**config.mk**
```make
export PLATFORM = sky130hd
export DESIGN_NAME = mvm_queue
export DESIGN_NICKNAME = d
export VERILOG_FILES = /design/src/rtl/mvm_pkg.sv /design/src/rtl/mvm_queue.sv
export VERILOG_INCLUDE_DIRS = /design/src /design/src/rtl
export SDC_FILE = /design/constraint.sdc
export NUM_CORES = 1
export LEC_CHECK = 0
export BUFFER_PORTS_ARGS = -buffer_cell sky130_fd_sc_hd__buf_2
export CAP_MARGIN = 20
export CORE_ASPECT_RATIO = 0.7
export CORE_MARGIN = 3
export CORE_UTILIZATION = 60
export CTS_BUF_LIST = sky130_fd_sc_hd__clkbuf_8 sky130_fd_sc_hd__clkbuf_16
export DETAILED_ROUTE_END_ITERATION = 7
export PLACE_DENSITY = 0.86
export SYNTH_ARGS = -nofsm -noshare
export SYNTH_HDL_FRONTEND = slang
export SYNTH_SLANG_ARGS = --single-unit
```
**constraint.sdc**
```tcl
create_clock -name clk -period 4.3 [get_ports clk]
set_input_delay 0.215 -clock clk [delete_from_list [all_inputs] [get_ports clk]]
set_output_delay 0.215 -clock clk [all_outputs]
set_load 0.02 [all_outputs]
```
**src/rtl/assert_macros.svh**
```systemverilog
// Assertion macros shared by the matrix-vector multiply RTL.
`ifndef ASSERT_MACROS_SVH
`define ASSERT_MACROS_SVH
`ifndef SYNTHESIS
// Property must hold at every clock edge outside reset.
`define MVM_ASSERT(lbl, clk, rst, prop) \
  lbl: assert property (@(posedge clk) disable iff (rst) (prop)) \
    else $error("mvm assertion failed");
// Condition must never be true outside reset.
`define MVM_ASSERT_NEVER(lbl, clk, rst, cond) \
  lbl: assert property (@(posedge clk) disable iff (rst) !(cond)) \
    else $error("mvm forbidden condition seen");
`else
`define MVM_ASSERT(lbl, clk, rst, prop)
`define MVM_ASSERT_NEVER(lbl, clk, rst, cond)
`endif
`endif

```
**src/rtl/mvm_pkg.sv**
```systemverilog
// Shared types and constants for the matrix-vector multiply block.
`default_nettype none
package mvm_pkg;

  localparam int MAX_COLS_DEF = 1024;
  localparam int QUEUE_DEPTH  = 4;
  localparam int QCNT_W       = $clog2(QUEUE_DEPTH + 1);
  localparam int QPTR_W       = $clog2(QUEUE_DEPTH);

  localparam int NUM_COLS_W = 11;
  localparam int NUM_ROWS_W = 16;
  localparam int CFG_DATA_W = 16;
  localparam int VAL_W      = 32;
  localparam int IDX_W      = 10;

  localparam logic CMD_LOAD   = 1'b0;
  localparam logic CMD_MATRIX = 1'b1;

  localparam logic REG_NUM_COLS = 1'b0;
  localparam logic REG_NUM_ROWS = 1'b1;

  localparam logic [NUM_COLS_W-1:0] NUM_COLS_RST = 11'd1024;
  localparam logic [NUM_ROWS_W-1:0] NUM_ROWS_RST = 16'd1024;

  // One matrix element with its vector operand and row bookkeeping.
  typedef struct packed {
    logic [VAL_W-1:0]      mat_val;
    logic [VAL_W-1:0]      vec_val;
    logic                  col_last;
    logic [NUM_ROWS_W-1:0] row_num;
    logic                  last_row;
  } mvm_op_t;

  typedef struct packed {
    logic    valid;
    mvm_op_t op;
  } mvm_push_t;

endpackage
`default_nettype wire

```
**src/rtl/mvm_queue.sv**
```systemverilog
// Short queue between front end and multiply-accumulate back end.
`default_nettype none
`include "assert_macros.svh"
module mvm_queue import mvm_pkg::*; (
  input  wire logic       clk,
  input  wire logic       rst,
  input  wire mvm_push_t  push,
  output logic            almost_full,
  output logic            q_valid,
  output mvm_op_t         q_data,
  input  wire logic       pop
);

  mvm_op_t           slots [QUEUE_DEPTH];
  logic [QPTR_W-1:0] wr_ptr, rd_ptr;
  logic [QCNT_W-1:0] count;
  logic              do_pop;

  assign q_valid     = count != '0;
  assign q_data      = slots[rd_ptr];
  assign do_pop      = pop && q_valid;
  // one slot kept spare for the item already in the store read stage
  assign almost_full = count >= QCNT_W'(QUEUE_DEPTH - 1);

  always_ff @(posedge clk) begin
    if (rst) begin
      wr_ptr <= '0;
      rd_ptr <= '0;
      count  <= '0;
    end else begin
      if (push.valid) begin
        wr_ptr <= wr_ptr + QPTR_W'(1);
      end
      if (do_pop) begin
        rd_ptr <= rd_ptr + QPTR_W'(1);
      end
      if (push.valid && !do_pop) begin
        count <= count + QCNT_W'(1);
      end else if (!push.valid && do_pop) begin
        count <= count - QCNT_W'(1);
      end
    end
  end

  always_ff @(posedge clk) begin
    if (push.valid) begin
      slots[wr_ptr] <= push.op;
    end
  end

  `MVM_ASSERT_NEVER(a_push_when_full, clk, rst, push.valid && count == QCNT_W'(QUEUE_DEPTH))
  `MVM_ASSERT(a_count_bound, clk, rst, count <= QCNT_W'(QUEUE_DEPTH))
  `MVM_ASSERT_NEVER(a_pop_when_empty, clk, rst, pop && !q_valid)

endmodule
`default_nettype wire

```
==> results of run 1 <==
==> critical path: cells and delay by family, from the launching register on <==
kind | cells | cell delay [ns]
DFF | 1 | 0.95
buffers and inverters | 2 | 0.53
muxes | 1 | 0.59
==> power by group through the flow <==
stage	Combinational, W	Clock, W	Sequential [W]
6_report	0.00189	0.00272	0.00398
5_1_grt	0.00200	0.00290	0.00402
4_1_cts	0.00191	0.00276	0.00400
3_5_place_dp	0.00183	0	0.00406
3_3_place_gp	0.00175	0	0.00408
2_1_floorplan	0.00155	0	0.00390
==> through the flow <==
| stage | area, um^2 | worst slack [ns] | cells | utilization |
|---|---|---|---|---|
| after floorplan | 12400 | 1.40 | 472 | - |
| after global placement | 13400 | 1.91 | 897 | 0.669 |
| after detailed placement | 13400 | 1.90 | 898 | 0.670 |
| after CTS | 15300 | 1.29 | 1036 | 0.763 |
| after global routing | 15300 | 1.17 | 1037 | 0.763 |
| final | 15300 | 1.39 | 1037 | 0.763 |
==> final timing paths <==
check,from,endpoint,cells past startpoint
setup / recovery,register,q_data[21],3
hold / removal,push[82],wr_ptr[0]$_SDFFE_PP0P_,3
setup reg to reg,count[0]$_SDFFE_PP0P_,count[2]$_SDFFE_PP0P_,7
hold reg to reg,rd_ptr[0]$_SDFFE_PP0P_,register,2
==> metal layers <==
metal  up-vias  global-route usage  routed length, um
met2       269               0.365              12000
met5         -                   0                  0
met3        38              0.0479               1740
met1      3048               0.305               9600
li1       2573                   -                  -
met4         0              0.0443                436
==> cell type report <==
type | instances | area, um^2
antenna | 1 | 2.50
clock buffer | 31 | 776
tap | 270 | 338
multi-input combinational | 113 | 2100
inverter | 3 | 11.3
sequential | 337 | 10000
fill | 1078 | 4750
timing repair buffer | 258 | 1750
clock inverter | 24 | 240
==> cell usage in the layout (no fill, tap or decap), drive strengths merged, types with 2 or more instances in the layout <==
cell type and instances:
bufinv 5, clkinvlp 4, dfxtp 9, clkinv 9, nor2 7, ha 5, dlygate4sd3 83, mux2i 2
edfxtp 328, or3 2, inv 9, mux4 82, xor2 4, buf 175, clkbuf 31, and2 4
==> synth_stat cells <==
cell,instances
buf_2,8
a21oi_1,1
nor2_1,7
dfxtp_1,9
or3_1,2
and2_1,4
clkbuf_1,2
edfxtp_1,328
o31ai_1,1
xor2_1,4
ha_1,5
inv_1,3
o311ai_0,1
mux2i_1,2
fa_1,1
mux4_1,1
buf_6,1
a21o_1,1
mux4_2,81
o21ai_0,1
xnor2_1,1
buf_12,8
==> flip-flops by register name, summed over array words and instances (netlist names), named ones only <==
register,cells
wr_ptr,2
rd_ptr,2
count,3
slots,328
==> kinds of logic after synthesis <==
family                     after synthesis  synth area share
buffers and inverters                   22            0.0186
adders and majority gates                6           0.00668
AOI/OAI and AO/OA                        5           0.00273
DFF                                    337             0.812
muxes                                   84             0.151
xor gates and xnor gates                 5           0.00354
and+or+nand+nor                         13           0.00516
==> metrics.yaml, run 1 <==
grt.overflow.total: 0
drc_errors: 0
hp-class: "in2reg"
area_delta_synth_final_pct: 23.5
rows: 43
die_h_um: 126
synth_top_area_frac: 0.797
synth.distinct_cells: 22
clkTransAtPathRegs_ns: 0.07
arrival_ns: 2.69
drv_slew: 0
port_buffers: 169
synthCells: 472
syn_area_per_cell_um2: 26.2
core_um2: 20000
dieArea_um2: 22400
cp-start-kind: "register"
htreeDepth: 1
cp-end-kind: "primary output"
cts_buffers: 30
drv_cap: 0
layout_min_cycle_time_ns: 2.91
design.portCount: 170
drive_above_1_share: 0.398
maxSlewHeadroom: 0.340
rsz0062_at_grt: "no"
worstMarginPinSlew_ns: 0.990
post-route-period-util: 0.676
yosys.area.top_type: "edfxtp_1"
tns_ns: 0
pwr-share-comb: 0.220
synth_area_leaders: "edfxtp_1 80%, mux4_2 15%, dfxtp_1 1.5%"
skew_ns: 0.00715
drt_pass1_iterations: 5
hold_violations: 0
antenna_found_initial: 1
synth_fp_nets: 564
clock_path_buffers: 3
setup_violations: 0
crit_path_max_fanout: 44
clock_sink_count: 337
p_clk_frac: 0.317
path_class: "reg2out"
rrSetupSlack_ns: 2.09
clock_tree.root_cell: "clkbuf_16"
gp_congestion: 0.732
power.leakage_nw: 5.22
grt_pass1_vias: 6377
cellInternalPower_w: 0.00628
power.density_nw_per_um2: 563
via_per_inst: 5.72
crit_chain: "buf_12 -> mux4_2 -> buf_2"
p_switching_w: 0.00231
p_seq_frac: 0.464
start_util: 0.617
cts_tree: "done"
status: "complete, no violations"
holdBufCountCts: 83
max_freq_mhz: 344
clock_latency_ns: 0.53
cp.required_ns: 4.09
peakVddDrop_mv: 0.366
final_nets: 835
drt-initial-drc-count: 444
post-dp-hpwl_um: 13500
grt_use_total: 0.218
grt_pass1_wl_um: 37100
routedWlPerCell_um: 22.9
synth.cell_area_um2: 12400
detail-route-antenna-nets: 0
cp_slowest_cell: "dfxtp_4"
whs_ns: 0.108
wl_um: 23700
yosys_warnings: 0
fin_total_pwr_w: 0.00859
die_w_um: 178
crit_path_max_incr_delay_ns: 0.95
vias: 5928
grt_start_max_net_pins: 66
synth_seq_cells: 337
postCtsSetupBuffers: 0
netSwitchingFraction: 0.269
seq_area_frac_synth: 0.812
cts.repair.resized: 0
No activity file was read; power rests on OpenSTA's default activity.
==> inputs of run 2 (changes only) <==
CORE_UTILIZATION = 51   (was 60)
PLACE_DENSITY = 0.78   (was 0.86)
clock period = 2.62 ns   (was 4.3 ns; I/O delays follow)
==> metrics.yaml, run 2 (same netlist as run 1, synthesis figures left out) <==
post-dp-hpwl_um: 14300  # was 13,500 um
gp_congestion: 0.754  # was 0.732
dp_slack_ns: 0.487  # was 1.90 ns
routed-wl-met2_um: 12200  # was 12,000 um
skew_ns: 0.00667  # was 0.00715 ns
grt_use_total: 0.189  # was 0.218
clock_tree.root_cell: "clkbuf_16"  # unchanged
cp.required_ns: 2.49  # was 4.09 ns
port_buffers: 169  # unchanged
reg2reg_from: "count[0]$_SDFFE_PP0P_"  # unchanged
status: "complete, no violations"  # unchanged
hp-class: "in2reg"  # unchanged
rsz0062_at_grt: "no"  # unchanged
final_area_um2: 15400  # was 15,300 um^2
die_w_um: 192  # was 178 um
drt-initial-drc-count: 382  # was 444
layout_common_cells: "328 x edfxtp_1, 169 x buf_2, 85 x dlygate4sd3_1"  # was 328 x edfxtp_1, 169 x buf_2, 83 x dlygate4sd3_1
cts_buffers: 30  # unchanged
vias: 5947  # was 5,928
grt_pass1_vias: 6523  # was 6,377
via_per_inst: 5.46  # was 5.72
grt_pass1_wl_um: 37500  # was 37,100 um
clock_latency_ns: 0.54  # was 0.53 ns
hold_violations: 0  # unchanged
tns_ns: 0  # unchanged
final_common_cell: "edfxtp_1"  # unchanged
cts_tree: "done"  # unchanged
core_um2: 23200  # was 20,000 um^2
layout_min_cycle_time_ns: 2.41
cp-start-kind: "register"  # unchanged
maxSlewHeadroom: 0.711  # was 0.340
clock_sink_count: 337  # unchanged
wl_met3_um: 1910  # was 1740 um
regMostFlops: "slots"  # unchanged
min_to: "rd_ptr[0]$_SDFFE_PP0P_"  # was wr_ptr[0]$_SDFFE_PP0P_
multi_input_area_um2: 2100  # unchanged
routed.top_layer: "met4"  # unchanged
rrSetupSlack_ns: 0.43  # was 2.09 ns
setup_slack_ns: 0.208  # was 1.39 ns
die_h_um: 136  # was 126 um
worstHoldStart: "pop"  # was push[82]
arrival_ns: 2.28  # was 2.69 ns
max_freq_mhz: 415
antenna_found_initial: 1  # unchanged
drt_pass1_iterations: 5  # unchanged
drt-met1-wl_um: 9840  # was 9600 um
detail-route-antenna-nets: 0  # unchanged
clock_path_buffers: 3  # unchanged
largest_register_ffs: 328  # unchanged
routedWlPerCell_um: 22.3  # was 22.9 um
drc_errors: 0  # unchanged
cp-end-kind: "primary output"  # unchanged
final_nets: 844  # was 835
worstMarginPinSlew_ns: 0.428  # was 0.990 ns
wl_um: 24300  # was 23,700 um
postCtsSetupBuffers: 0  # unchanged
peakVddDrop_mv: 0.645  # was 0.366 mV
grt_start_max_net_pins: 45  # was 66
clkTransAtPathRegs_ns: 0.06  # was 0.07 ns
fin_cells: 1089  # was 1,037
path_class: "reg2out"  # unchanged
setup_violations: 0  # unchanged
power.density_nw_per_um2: 902  # was 563 nW/um^2
whs_ns: 0.0398  # was 0.108 ns
holdPathStages: 4  # was 3
grt.overflow.total: 0  # unchanged
r2r-end: "count[2]$_SDFFE_PP0P_"  # unchanged
start_util: 0.533  # was 0.617
rows: 46  # was 43
nFillCells: 1468  # was 1,078
htreeDepth: 1  # unchanged
dp_cells: 947  # was 898
drv_slew: 0  # unchanged
power.leakage_nw: 5.26  # was 5.22 nW
crit_path_max_fanout: 17  # was 44
regArea_um2: 10000  # unchanged
drv_cap: 0  # unchanged
post-route-period-util: 0.921
design.portCount: 170  # unchanged
drive_above_1_share: 0.398  # about the same
rr_worst_depth: 7  # unchanged
dpl_cell_area_um2: 13600  # was 13,400 um^2
area_delta_synth_final_pct: 24.3  # was 23.5%
reg_top3: "slots x328, count x3"  # unchanged
dieArea_um2: 26200  # was 22,400 um^2
-- run 2: changes by cell type in the layout (fill, tap and decap cells not counted), sizes merged --
cell	previous run	this run
buf	175	182
bufinv	5	2
clkinv	9	16
clkinvlp	4	0
dlygate4sd3	83	85
inv	9	10
-- run 2: layout make-up --
type,instances,area share
Antenna cell,1,0.000163
Sequential cell,337,0.654
Timing Repair Buffer,267,0.123
Clock inverter,25,0.0101
Tap cell,312,0.0254
Clock buffer,31,0.0505
Multi-Input combinational cell,113,0.137
Inverter,3,0.000733
-- run 2: layer usage --
layer  track usage  vias up
met5             0        -
li1              -     2586
met2         0.312      232
met1         0.264     3096
met4        0.0352        0
met3        0.0451       33
-- run 2: what timing repair did --
action                                 in CTS  in global routing
endpoints found under the hold margin     337                  0
hold buffers                               85                  0
resized for setup                           0                  0
-- run 2: critical path, stage by stage, from the launching register on --
cell	delay [ns]
dfxtp_4	0.58
buf_4	0.39
mux4_2	0.58
buf_2	0.19
-- run 2: worst max path at each step --
| stage | start | endpoint | depth (start not counted) |
|---|---|---|---|
| 2_1_floorplan | wr_ptr[0]$_SDFFE_PP0P_ | slots[2][0]$_DFFE_PP_ | 3 |
| 3_3_place_gp | count[0]$_SDFFE_PP0P_ | count[2]$_SDFFE_PP0P_ | 7 |
| 3_5_place_dp | count[0]$_SDFFE_PP0P_ | count[2]$_SDFFE_PP0P_ | 7 |
| 4_1_cts | register | q_data[24] | 3 |
| 5_1_grt | register | q_data[63] | 3 |
| 6_report | register | q_data[24] | 3 |
-- run 2: stage by stage --
stage	utilization	power, W
floorplan	-	0.00894
global placement	0.585	0.00969
detailed placement	0.585	0.00978
CTS	0.662	0.0140
global route	0.662	0.0144
finish	0.662	0.0139
-- run 2: where the power goes --
group / switching [W] / total, W / leakage (nW) / internal [W]
sequential: 0.000195 / 0.00641 / 3.09 / 0.00622
clock: 0.00180 / 0.00412 / 0.489 / 0.00232
combinational: 0.00181 / 0.00332 / 1.69 / 0.00151
total: 0.00381 / 0.0139 / 5.26 / 0.0101
