File: config.mk
export PLATFORM = sky130hd
export DESIGN_NAME = mvm_back
export DESIGN_NICKNAME = d
export VERILOG_FILES = /design/src/rtl/mvm_pkg.sv /design/src/rtl/mvm_back.sv
export VERILOG_INCLUDE_DIRS = /design/src /design/src/rtl
export SDC_FILE = /design/constraint.sdc
export NUM_CORES = 1
export LEC_CHECK = 0
export ABC_AREA = 1
export BUFFER_PORTS_ARGS = -buffer_cell sky130_fd_sc_hd__buf_4
export CORE_MARGIN = 2
export CORE_UTILIZATION = 50
export CTS_CLUSTER_SIZE = 10
export DETAILED_ROUTE_END_ITERATION = 10
export PLACE_DENSITY = 0.68
export SYNTH_ARGS = -nofsm -noshare
export SYNTH_HDL_FRONTEND = slang
export SYNTH_SLANG_ARGS = --single-unit
File: constraint.sdc
create_clock -name clk -period 8.2 [get_ports clk]
set_input_delay 0.82 -clock clk [delete_from_list [all_inputs] [get_ports clk]]
set_output_delay 0.82 -clock clk [all_outputs]
set_load 0.01 [all_outputs]
File: src/rtl/assert_macros.svh
// Assertion macros shared by the matrix-vector multiply RTL.
`ifndef ASSERT_MACROS_SVH
`define ASSERT_MACROS_SVH
`ifndef SYNTHESIS
// Property must hold at every clock edge outside reset.
`define MVM_ASSERT(lbl, clk, rst, prop) \
  lbl: assert property (@(posedge clk) disable iff (rst) (prop)) \
    else $error("mvm assertion failed");
// Condition must never be true outside reset.
`define MVM_ASSERT_NEVER(lbl, clk, rst, cond) \
  lbl: assert property (@(posedge clk) disable iff (rst) !(cond)) \
    else $error("mvm forbidden condition seen");
`else
`define MVM_ASSERT(lbl, clk, rst, prop)
`define MVM_ASSERT_NEVER(lbl, clk, rst, cond)
`endif
`endif

File: src/rtl/mvm_pkg.sv
// Shared types and constants for the matrix-vector multiply block.
`default_nettype none
package mvm_pkg;

  localparam int MAX_COLS_DEF = 1024;
  localparam int QUEUE_DEPTH  = 4;
  localparam int QCNT_W       = $clog2(QUEUE_DEPTH + 1);
  localparam int QPTR_W       = $clog2(QUEUE_DEPTH);

  localparam int NUM_COLS_W = 11;
  localparam int NUM_ROWS_W = 16;
  localparam int CFG_DATA_W = 16;
  localparam int VAL_W      = 32;
  localparam int IDX_W      = 10;

  localparam logic CMD_LOAD   = 1'b0;
  localparam logic CMD_MATRIX = 1'b1;

  localparam logic REG_NUM_COLS = 1'b0;
  localparam logic REG_NUM_ROWS = 1'b1;

  localparam logic [NUM_COLS_W-1:0] NUM_COLS_RST = 11'd1024;
  localparam logic [NUM_ROWS_W-1:0] NUM_ROWS_RST = 16'd1024;

  // One matrix element with its vector operand and row bookkeeping.
  typedef struct packed {
    logic [VAL_W-1:0]      mat_val;
    logic [VAL_W-1:0]      vec_val;
    logic                  col_last;
    logic [NUM_ROWS_W-1:0] row_num;
    logic                  last_row;
  } mvm_op_t;

  typedef struct packed {
    logic    valid;
    mvm_op_t op;
  } mvm_push_t;

endpackage
`default_nettype wire

File: src/rtl/mvm_back.sv
// Back end: multiply stage, running sum and result output register.
`default_nettype none
`include "assert_macros.svh"
module mvm_back import mvm_pkg::*; (
  input  wire logic                   clk,
  input  wire logic                   rst,
  input  wire logic                   q_valid,
  input  wire mvm_op_t                q_data,
  output logic                        pop,
  output logic                        result_valid,
  input  wire logic                   result_stall,
  output logic      [VAL_W-1:0]       row_sum,
  output logic      [NUM_ROWS_W-1:0]  row_number,
  output logic                        last_row
);

  logic                  a_valid;
  logic [VAL_W-1:0]      a_prod;
  logic                  a_col_last;
  logic [NUM_ROWS_W-1:0] a_row;
  logic                  a_last;
  logic [VAL_W-1:0]      acc;
  logic [VAL_W-1:0]      acc_next;
  logic                  b_take, a_advance, emit;

  assign b_take    = !(a_col_last && result_valid && result_stall);
  assign a_advance = !a_valid || b_take;
  assign pop       = q_valid && a_advance;
  assign emit      = a_valid && a_col_last && b_take;
  assign acc_next  = acc + a_prod;

  always_ff @(posedge clk) begin
    if (rst) begin
      a_valid      <= 1'b0;
      acc          <= '0;
      result_valid <= 1'b0;
    end else begin
      if (a_advance) begin
        a_valid <= pop;
      end
      if (a_valid && b_take) begin
        acc <= a_col_last ? '0 : acc_next;
      end
      if (emit) begin
        result_valid <= 1'b1;
      end else if (!result_stall) begin
        result_valid <= 1'b0;
      end
    end
  end

  // low 32 bits of the product are the same signed or unsigned
  always_ff @(posedge clk) begin
    if (pop) begin
      a_prod     <= VAL_W'(q_data.mat_val * q_data.vec_val);
      a_col_last <= q_data.col_last;
      a_row      <= q_data.row_num;
      a_last     <= q_data.last_row;
    end
    if (emit) begin
      row_sum    <= acc_next;
      row_number <= a_row;
      last_row   <= a_last;
    end
  end

  `MVM_ASSERT(a_held_stage_keeps, clk, rst, (a_valid && !a_advance) |=> a_valid && $stable(a_prod))
  `MVM_ASSERT(a_sum_cleared_after_row, clk, rst, emit |=> acc == '0)
  `MVM_ASSERT_NEVER(a_emit_over_pending, clk, rst, emit && result_valid && result_stall)

endmodule
`default_nettype wire

==> reports/metrics.yaml, run 1 <==
place:
  dp_cells: 3532
  placed_cell_area_um2: 24260
  gp_congestion: 0.9444
  hpwl_um: 50280
  portBuffers: 136
worst_setup_path:
  startpoint_type: "input pin"
  path_common_cell: "fa_1"
  crit_family: "adder cells"
  slowest_stage: "fa_1"
  cpPeakStageDelay_ns: 0.54
  required_ns: 8.38
  worst-path-buf-inv: 6
  crit_chain: "buf_4, nand2_1, fa_1, inv_1, fa_1, inv_1, fa_1, inv_1, fa_1, inv_1, fa_1, inv_1, fa_1, fa_1, fa_1, ha_1, nand2_1, nor4_1, nand3_1, nand3_1, a21oi_1, xor2_1"
  cp.arrival_ns: 7.09
  cp_max_fo: 24
  critPathKind: "input pin to flip-flop"
  cp-end-kind: "flip-flop"
logic_synthesis:
  ys.flop_type: "edfxtp_1"
  ys_seq_area_share_pct: 15.94
  synth-seq-cells: 133
  syn_area_um2: 22930
  syn_inst: 2908
  synthArstFlopShare_pct: 0
  synth_cell_types: 42
  yosysWarnings: 0
  synth_enable_flop_cells: 99
  synth_nets: 3557
  syn_avg_cell_area_um2: 7.884
cells_and_area:
  area_growth_syn_to_layout_pct: 8.355
  fin_area_um2: 24840
  drive_gt1_share_pct: 6.410
  finalNetCount: 3600
  diodes: 0
  final-instance-count-excl-fill: 3564
  final_util_pct: 54.86
drt:
  drtIter0Drc: 1134
  ant_nets: 0
  wl_per_cell_um: 17.04
  via_per_inst: 5.062
  vias: 18040
  drt_pass1_iterations: 5
  drc: 0
  wirelength_um: 60750
timing:
  finalSetupViolations: 0
  max-slew-margin-rel_pct: 31.53
  fmax_mhz: 144.6
  tightest_slew_ns: 1.027
  tns_ns: 0
  hold_violations: 0
  rsz0062_at_grt: "false"
  maxSlewViolCount: 0
  min_period_ns: 6.915
  period_share_pct: 84.32
  skew_ns: 0.009710
floorplanning:
  ios: 137
  coreArea_um2: 45280
  initial_core_util_pct: 50.63
  rows: 78
  die-area_um2: 47580
  die_h_um: 218.1
  dieWidth_um: 218.1
cts:
  cts_setup_buffers: 0
  numClockSinks: 133
  cts_root_buf: "clkbuf_16"
  cts_tree: "built"
  insertion_delay_ns: 0.43
  clkSlewWorstSetupHoldPaths_ns: 0.06
  cts_resized: 0
  cts_hold_buf: 0
  htree_levels: 4
  numCtsBuffers: 17
  clk_path_buf_depth: 2
grt:
  grt_overflow_total: 0
  antenna_found_initial: 0
  gr-usage-all-layers_pct: 26.76
  grt_max_degree: 51
  first_global_vias: 19380
  grt_pass1_wl_um: 99370
worst_hold_path:
  hold_path.class: "flip-flop to flip-flop"
run:
  cap_violations: 0
outcome:
  status: "finished, final reports clean"
## synth_stat cells, types with 2 or more instances
library cell	instances	area share, %
nand2_2	5	0.14
nor2_1	74	1.2
nand3b_1	6	0.20
a21oi_2	2	0.076
buf_2	21	0.46
nor3_2	2	0.087
and2_1	8	0.22
nor4_1	3	0.082
fa_1	409	36
xnor2_1	12	0.46
clkbuf_1	75	1.2
xor2_1	38	1.5
a21o_1	9	0.29
nor3_1	8	0.17
edfxtp_1	99	13
o211ai_1	2	0.065
dfxtp_1	34	3.0
clkbuf_2	3	0.065
nand4_1	9	0.25
buf_1	13	0.21
buf_4	2	0.065
ha_1	154	8.4
o2111a_1	2	0.098
o21ai_0	33	0.72
o21a_1	4	0.13
a31oi_1	7	0.19
nand3_1	83	1.8
o21ai_1	3	0.065
nand2_1	876	14
a21oi_1	98	2.1
o21bai_1	6	0.20
inv_1	797	13
o21ai_2	2	0.076
## final cells by class
| cell class | instances | area (µm²) |
|---|---|---|
| Fill cell | 4313 | 20440 |
| Clock buffer | 17 | 425.4 |
| Multi-Input combinational cell | 1864 | 15830 |
| Tap cell | 600 | 750.7 |
| Sequential cell | 133 | 3654 |
| Inverter | 797 | 2992 |
| Clock inverter | 15 | 153.9 |
| Timing Repair Buffer | 138 | 1036 |
## layer usage
layer	track usage (%)	share of wire [%]	up-vias
met5	0	0	-
met2	48.22	51	593
met3	2.853	5.7	108
li1	-	-	8519
met4	8.617	2.8	0
met1	33.59	41	8821
## state kept, by name (all words and copies together) (netlist names)
| register | flops |
|---|---|
| row_sum | 32 |
| a_prod | 32 |
| row_number | 16 |
| acc | 32 |
| result_valid | 1 |
| a_last | 1 |
| a_valid | 1 |
| a_row | 16 |
| a_col_last | 1 |
| last_row | 1 |
## final timing paths
check	from	endpoint	slack (ns)	cells past startpoint
setup / recovery	q_data[26]	a_prod[29]	1.29	22
hold / removal	a_row[5]	row_number[5]	0.41	0
setup reg to reg	a_prod[11]	row_sum[30]	5.64	11
hold reg to reg	a_row[5]	row_number[5]	0.41	0
## stage by stage
| stage | hold slack [ns] | worst slack [ns] |
|---|---|---|
| floorplan | 0.4003 | 1.210 |
| global placement | 0.4003 | 0.9306 |
| detailed placement | 0.4045 | 0.8288 |
| CTS | 0.4124 | 1.308 |
| global route | 0.4182 | 0.9669 |
| finish | 0.4112 | 1.285 |
## logic make-up (layout without fill, tap and decap cells)
group                    after synthesis  count (layout)  share of synthesized area (%)
adder cells (fa/ha/maj)              563             563                          44.12
AND/OR/NAND/NOR                     1078            1078                          18.66
XOR/XNOR                              51              51                          1.981
buffers and inverters                911             967                          15.08
AO/OA/AOI/OAI                        172             172                          4.224
flip-flops                           133             133                          15.94
## cells in the final DEF (no fill, tap or decap), drive strengths merged, types with 2 or more instances in the layout
| cell type | count |
|---|---|
| a21boi | 2 |
| a21o | 9 |
| a21oi | 100 |
| a31oi | 7 |
| and2 | 8 |
| buf | 138 |
| bufinv | 2 |
| clkbuf | 17 |
| clkinv | 6 |
| clkinvlp | 4 |
| dfxtp | 34 |
| edfxtp | 99 |
| fa | 409 |
| ha | 154 |
| inv | 800 |
| nand2 | 881 |
| nand3 | 83 |
| nand3b | 6 |
| nand4 | 9 |
| nor2 | 75 |
| nor3 | 10 |
| nor4 | 3 |
| o2111a | 2 |
| o211ai | 2 |
| o21a | 4 |
| o21ai | 38 |
| o21bai | 7 |
| xnor2 | 12 |
| xor2 | 39 |
Power of run 1 is left out: the tool's default activity adds up to more than one toggle a clock period on the data nets, which glitch-free logic cannot reach.
==> inputs of run 2 (changes only) <==
==> constraint.sdc (replaced) <==
create_clock -name clk -period 6.6 [get_ports clk]
set_input_delay 0.66 -clock clk [delete_from_list [all_inputs] [get_ports clk]]
set_output_delay 0.66 -clock clk [all_outputs]
set_load 0.01 [all_outputs]
==> run 2 against run 1 <==
Final cell count up 5.0%. Sequential share of layout area down 0.92 points. Global-route usage down 0.76 points. Register-to-register slack worse by 1.5 ns. Highest routed layer unchanged. Die area unchanged. Worst setup slack worse by 1.0 ns. Hold slack better by 0.00062 ns. Design area up 6.7%. Sequential cell count unchanged. Routed wire length down 3.6%. Non-clock buffer count up 177. Via count up 2.4%.
==> reports/metrics.yaml, run 2 (synthesis gave the netlist of run 1 again) <==
floorplanning:
  coreArea_um2: 45280
  ios: 137
  rows: 78
  initial_core_util_pct: 50.63
  dieWidth_um: 218.1
  die-area_um2: 47580
  die_h_um: 218.1
drt:
  vias: 18470
  wl_per_cell_um: 15.65
  ant_nets: 0
  drt_pass1_iterations: 5
  via_per_inst: 4.938
  wirelength_um: 58530
  drtIter0Drc: 880
  drc: 0
worst_setup_path:
  required_ns: 6.77
  worst-path-buf-inv: 8
  critPathKind: "input pin to flip-flop"
  cp.arrival_ns: 6.51
  crit_family: "adder cells"
  startpoint_type: "input pin"
  path_common_cell: "fa_1"
  cpPeakStageDelay_ns: 0.59
  cp-end-kind: "flip-flop"
  slowest_stage: "fa_1"
  cp_max_fo: 15
timing:
  min_period_ns: 6.338
  hold_violations: 0
  skew_ns: 0.007857
  finalSetupViolations: 0
  period_share_pct: 96.03
  maxSlewViolCount: 0
  rsz0062_at_grt: "false"
  tightest_slew_ns: 1.008
  max-slew-margin-rel_pct: 32.79
  fmax_mhz: 157.8
cts:
  clkSlewWorstSetupHoldPaths_ns: 0.05
  clk_path_buf_depth: 2
  cts_tree: "built"
  numClockSinks: 133
  htree_levels: 4
  cts_hold_buf: 0
  cts_setup_buffers: 0
  insertion_delay_ns: 0.42
  cts_root_buf: "clkbuf_16"
  numCtsBuffers: 17
grt:
  met3_usage_pct: 3.159
  top_usage_layer: "met2"
  first_global_vias: 19970
  met1_usage_pct: 32.04
  antenna_found_initial: 0
  gr-usage-all-layers_pct: 26.00
  grt_use_met2_pct: 47.54
  grt_max_degree: 51
  grt_overflow_total: 0
  grt_pass1_wl_um: 97920
place:
  gp_congestion: 0.9006
  portBuffers: 136
  placed_cell_area_um2: 25740
  hpwl_um: 50170
cells_and_area:
  num-fill-cells: 4116
  layout_commonest_cell: "nand2_1"
  diodes: 0
  drive_gt1_share_pct: 12.35
  fin_area_um2: 26500
  area_growth_syn_to_layout_pct: 15.59
  layout_common_cells: "nand2_1, inv_1, fa_1"
  largestRegisters: "a_prod: 32 flops, acc: 32 flops, row_sum: 32 flops"
  finalNetCount: 3777
run:
  cap_violations: 0
outcome:
  status: "finished, final reports clean"
worst_hold_path:
  hold_path.class: "input pin to flip-flop"
-- run 2: changes by cell type in the layout (fill, tap and decap cells not counted), sizes merged --
cell and change:
clkinvlp -1, inv -3, bufinv +3, buf +177, clkbuf +1
-- run 2: repair_timing --
| action | 4_1_cts | 5_1_grt |
|---|---|---|
| gates cloned | 0 | 0 |
| pin swaps | 0 | 10 |
| resized for setup | 1 | 33 |
| endpoints found under the setup margin | 1 | 7 |
-- run 2: layer usage --
layer	wire (µm)	share of wire, %
met1	24540	42
met2	29810	51
met3	2741	4.7
met4	1437	2.5
met5	0	0
-- run 2: stage by stage --
| stage | util [%] | setup WS (ns) | TNS [ns] | hold WS [ns] | instances |
|---|---|---|---|---|---|
| CTS | 58.26 | 0.06854 | 0 | 0.3832 | 3741 |
| global route | 58.52 | 0.002041 | 0 | 0.3831 | 3741 |
| finish | 58.52 | 0.2622 | 0 | 0.4118 | 3741 |
| floorplan | - | 0.005069 | 0 | 0.4003 | 2908 |
| global placement | 56.84 | -0.3883 | -1.555 | 0.4002 | 3709 |
| detailed placement | 56.84 | -0.4533 | -2.552 | 0.4056 | 3709 |
-- run 2: worst register-to-register path, stage by stage (launching register included) --
cell,delay [ns]
edfxtp_1,0.37
ha_1,0.36
a21oi_1,0.15
nand2_1,0.12
a21oi_1,0.42
o21ai_2,0.17
nand2_1,0.09
nand2_1,0.12
nand3_1,0.14
nand3b_1,0.09
and2_1,0.19
-- run 2: layout make-up --
type,instances,area (µm²),share of cell area [%]
Multi-Input combinational cell,1864,15970,60.27
Sequential cell,133,3654,13.79
Inverter,797,2992,11.29
Timing Repair Buffer,315,2496,9.419
Tap cell,600,750.7,2.833
Clock buffer,18,429.2,1.619
Clock inverter,14,209.0,0.7884
-- run 2: path summary, 6_finish.rpt --
kind	from	to	slack [ns]	cells after the start
max	q_data[24]	a_prod[25]	0.26	25
min	q_data[16]	a_row[15]	0.41	1
max reg2reg	a_prod[2]	row_sum[27]	4.13	10
min reg2reg	a_row[0]	row_number[0]	0.42	0
Power of run 2 is left out for the same reason.
==> inputs of run 3 (changes only) <==
--- a/config.mk
+++ b/config.mk
@@ -12,7 +12,7 @@
 export CORE_UTILIZATION = 50
 export CTS_CLUSTER_SIZE = 10
 export DETAILED_ROUTE_END_ITERATION = 10
-export PLACE_DENSITY = 0.68
+export PLACE_DENSITY_LB_ADDON = 0.3
 export SYNTH_ARGS = -nofsm -noshare
 export SYNTH_HDL_FRONTEND = slang
 export SYNTH_SLANG_ARGS = --single-unit
==> run 3 against run 2 <==
Non-clock buffer count rose by 7. Routed wire length down 0.56%. Design area up 0.20%. Hold slack worse by 0.0085 ns. Clock-buffer cell count fell by 1. Sequential cell count is the same. Via count is 0.75% higher. Critical path depth down 1. Register-to-register slack worse by 0.06 ns. Clock skew is 0.0024 ns higher. Critical endpoint is now a_prod[26]. Highest routed layer unchanged.
==> reports/metrics.yaml, run 3 (synthesis gave the netlist of run 1 again) <==
worst_setup_path:
  crit_family: "adder cells"
  crit_chain: "buf_4, buf_12, nand2_1, inv_1, fa_2, fa_2, fa_1, inv_1, fa_1, inv_1, fa_1, inv_1, fa_1, inv_1, fa_1, fa_1, ha_4, nand2_4, buf_4, o21ai_0, a21oi_1, o211ai_1, a31oi_1, xnor2_1"
  cp-end-kind: "flip-flop"
  critPathKind: "input pin to flip-flop"
  cp_max_fo: 12
  required_ns: 6.77
  cpPeakStageDelay_ns: 0.54
  startpoint_type: "input pin"
  cp.arrival_ns: 6.55
  slowest_stage: "fa_1"
  worst-path-buf-inv: 8
  path_common_cell: "fa_1"
drt:
  drt_pass1_iterations: 8
  drc: 0
  wirelength_um: 58200
  ant_nets: 0
  via_per_inst: 4.966
  vias: 18610
  wl_per_cell_um: 15.53
  drtIter0Drc: 1131
cts:
  htree_levels: 4
  cts_root_buf: "clkbuf_16"
  cts_tree: "built"
  numCtsBuffers: 17
  clk_path_buf_depth: 2
  insertion_delay_ns: 0.43
  clkSlewWorstSetupHoldPaths_ns: 0.06
  numClockSinks: 133
cells_and_area:
  layout_commonest_cell: "nand2_1"
  diodes: 0
  largestRegisters: "a_prod: 32 flops, acc: 32 flops, row_sum: 32 flops"
  drive_gt1_share_pct: 12.61
  layout_common_cells: "nand2_1, inv_1, fa_1"
  area_growth_syn_to_layout_pct: 15.82
  fin_area_um2: 26550
  finalNetCount: 3784
floorplanning:
  coreArea_um2: 45280
  die-area_um2: 47580
  ios: 137
  initial_core_util_pct: 50.63
  die_h_um: 218.1
  rows: 78
  dieWidth_um: 218.1
timing:
  max-slew-margin-rel_pct: 29.41
  min_period_ns: 6.375
  period_share_pct: 96.59
  hold_violations: 0
  tightest_slew_ns: 1.059
  maxSlewViolCount: 0
  skew_ns: 0.01025
  fmax_mhz: 156.9
  whs_ns: 0.4034
  rsz0062_at_grt: "true"
  finalSetupViolations: 0
place:
  gp_congestion: 0.9020
  placed_cell_area_um2: 25850
  hpwl_um: 49790
  portBuffers: 136
grt:
  grt_max_degree: 51
  grt_pass1_wl_um: 95770
  first_global_vias: 19780
  antenna_found_initial: 0
  gr-usage-all-layers_pct: 25.52
  grt_overflow_total: 0
outcome:
  status: "finished, final reports clean"
run:
  cap_violations: 0
worst_hold_path:
  hold_path.class: "input pin to flip-flop"
-- run 3: changes by cell type in the layout (fill, tap and decap cells not counted), moves of 3 or more --
cell       before  now
buf_6          13    5
inv_6           0    4
buf_4         295  305
buf_12          6   11
bufinv_16       5    2
-- run 3: worst reg2reg max path, cell delays in order (launching register included) --
cell,delay [ns]
edfxtp_1,0.38
ha_1,0.37
a21oi_1,0.16
nand2_1,0.11
a21oi_1,0.43
o21ai_2,0.16
nand2_1,0.09
nand2_1,0.14
nand3_1,0.14
nand3_1,0.09
and2_1,0.19
-- run 3: worst paths after layout --
check	startpoint	end	slack (ns)	cells past startpoint
setup reg to reg	a_prod[2]	row_sum[29]	4.07	10
hold / removal	q_data[15]	a_row[14]	0.40	1
setup / recovery	q_data[24]	a_prod[26]	0.23	24
hold reg to reg	a_row[5]	row_number[5]	0.42	0
-- run 3: final cells by class --
class,count,area [µm²]
Clock inverter,15,172.7
Fill cell,4128,18730
Clock buffer,17,425.4
Sequential cell,133,3654
Tap cell,600,750.7
Timing Repair Buffer,322,2581
Inverter,797,2992
Multi-Input combinational cell,1864,15980
-- run 3: through the flow --
stage                     util (%)  std cells  worst slack, ns  setup TNS, ns
after floorplan                  -       2908         0.005069              0
after global placement       57.08       3715          -0.3720         -1.281
after detailed placement     57.08       3715          -0.4303         -2.138
after CTS                    58.40       3747          0.01847              0
after global routing         58.64       3748        -0.005020      -0.008656
final                        58.64       3748           0.2250              0
-- run 3: routing by layer --
layer	track usage, %	vias to the layer above	part of all wire [%]	wire [µm]
met5	0	-	0	0
met4	8.889	0	3.0	1761
met1	30.83	9072	41	23840
met2	46.20	521	51	29420
met3	3.869	129	5.5	3178
li1	-	8890	-	-
-- run 3: what timing repair did --
| item | 4_1_cts | 5_1_grt |
|---|---|---|
| setup endpoints to repair | 0 | 4 |
| buffers inserted | 0 | 1 |
| hold endpoints to repair | 0 | 0 |
| gates resized for setup | 0 | 22 |
| hold buffers | 0 | 0 |
Power of run 3 is left out for the same reason.
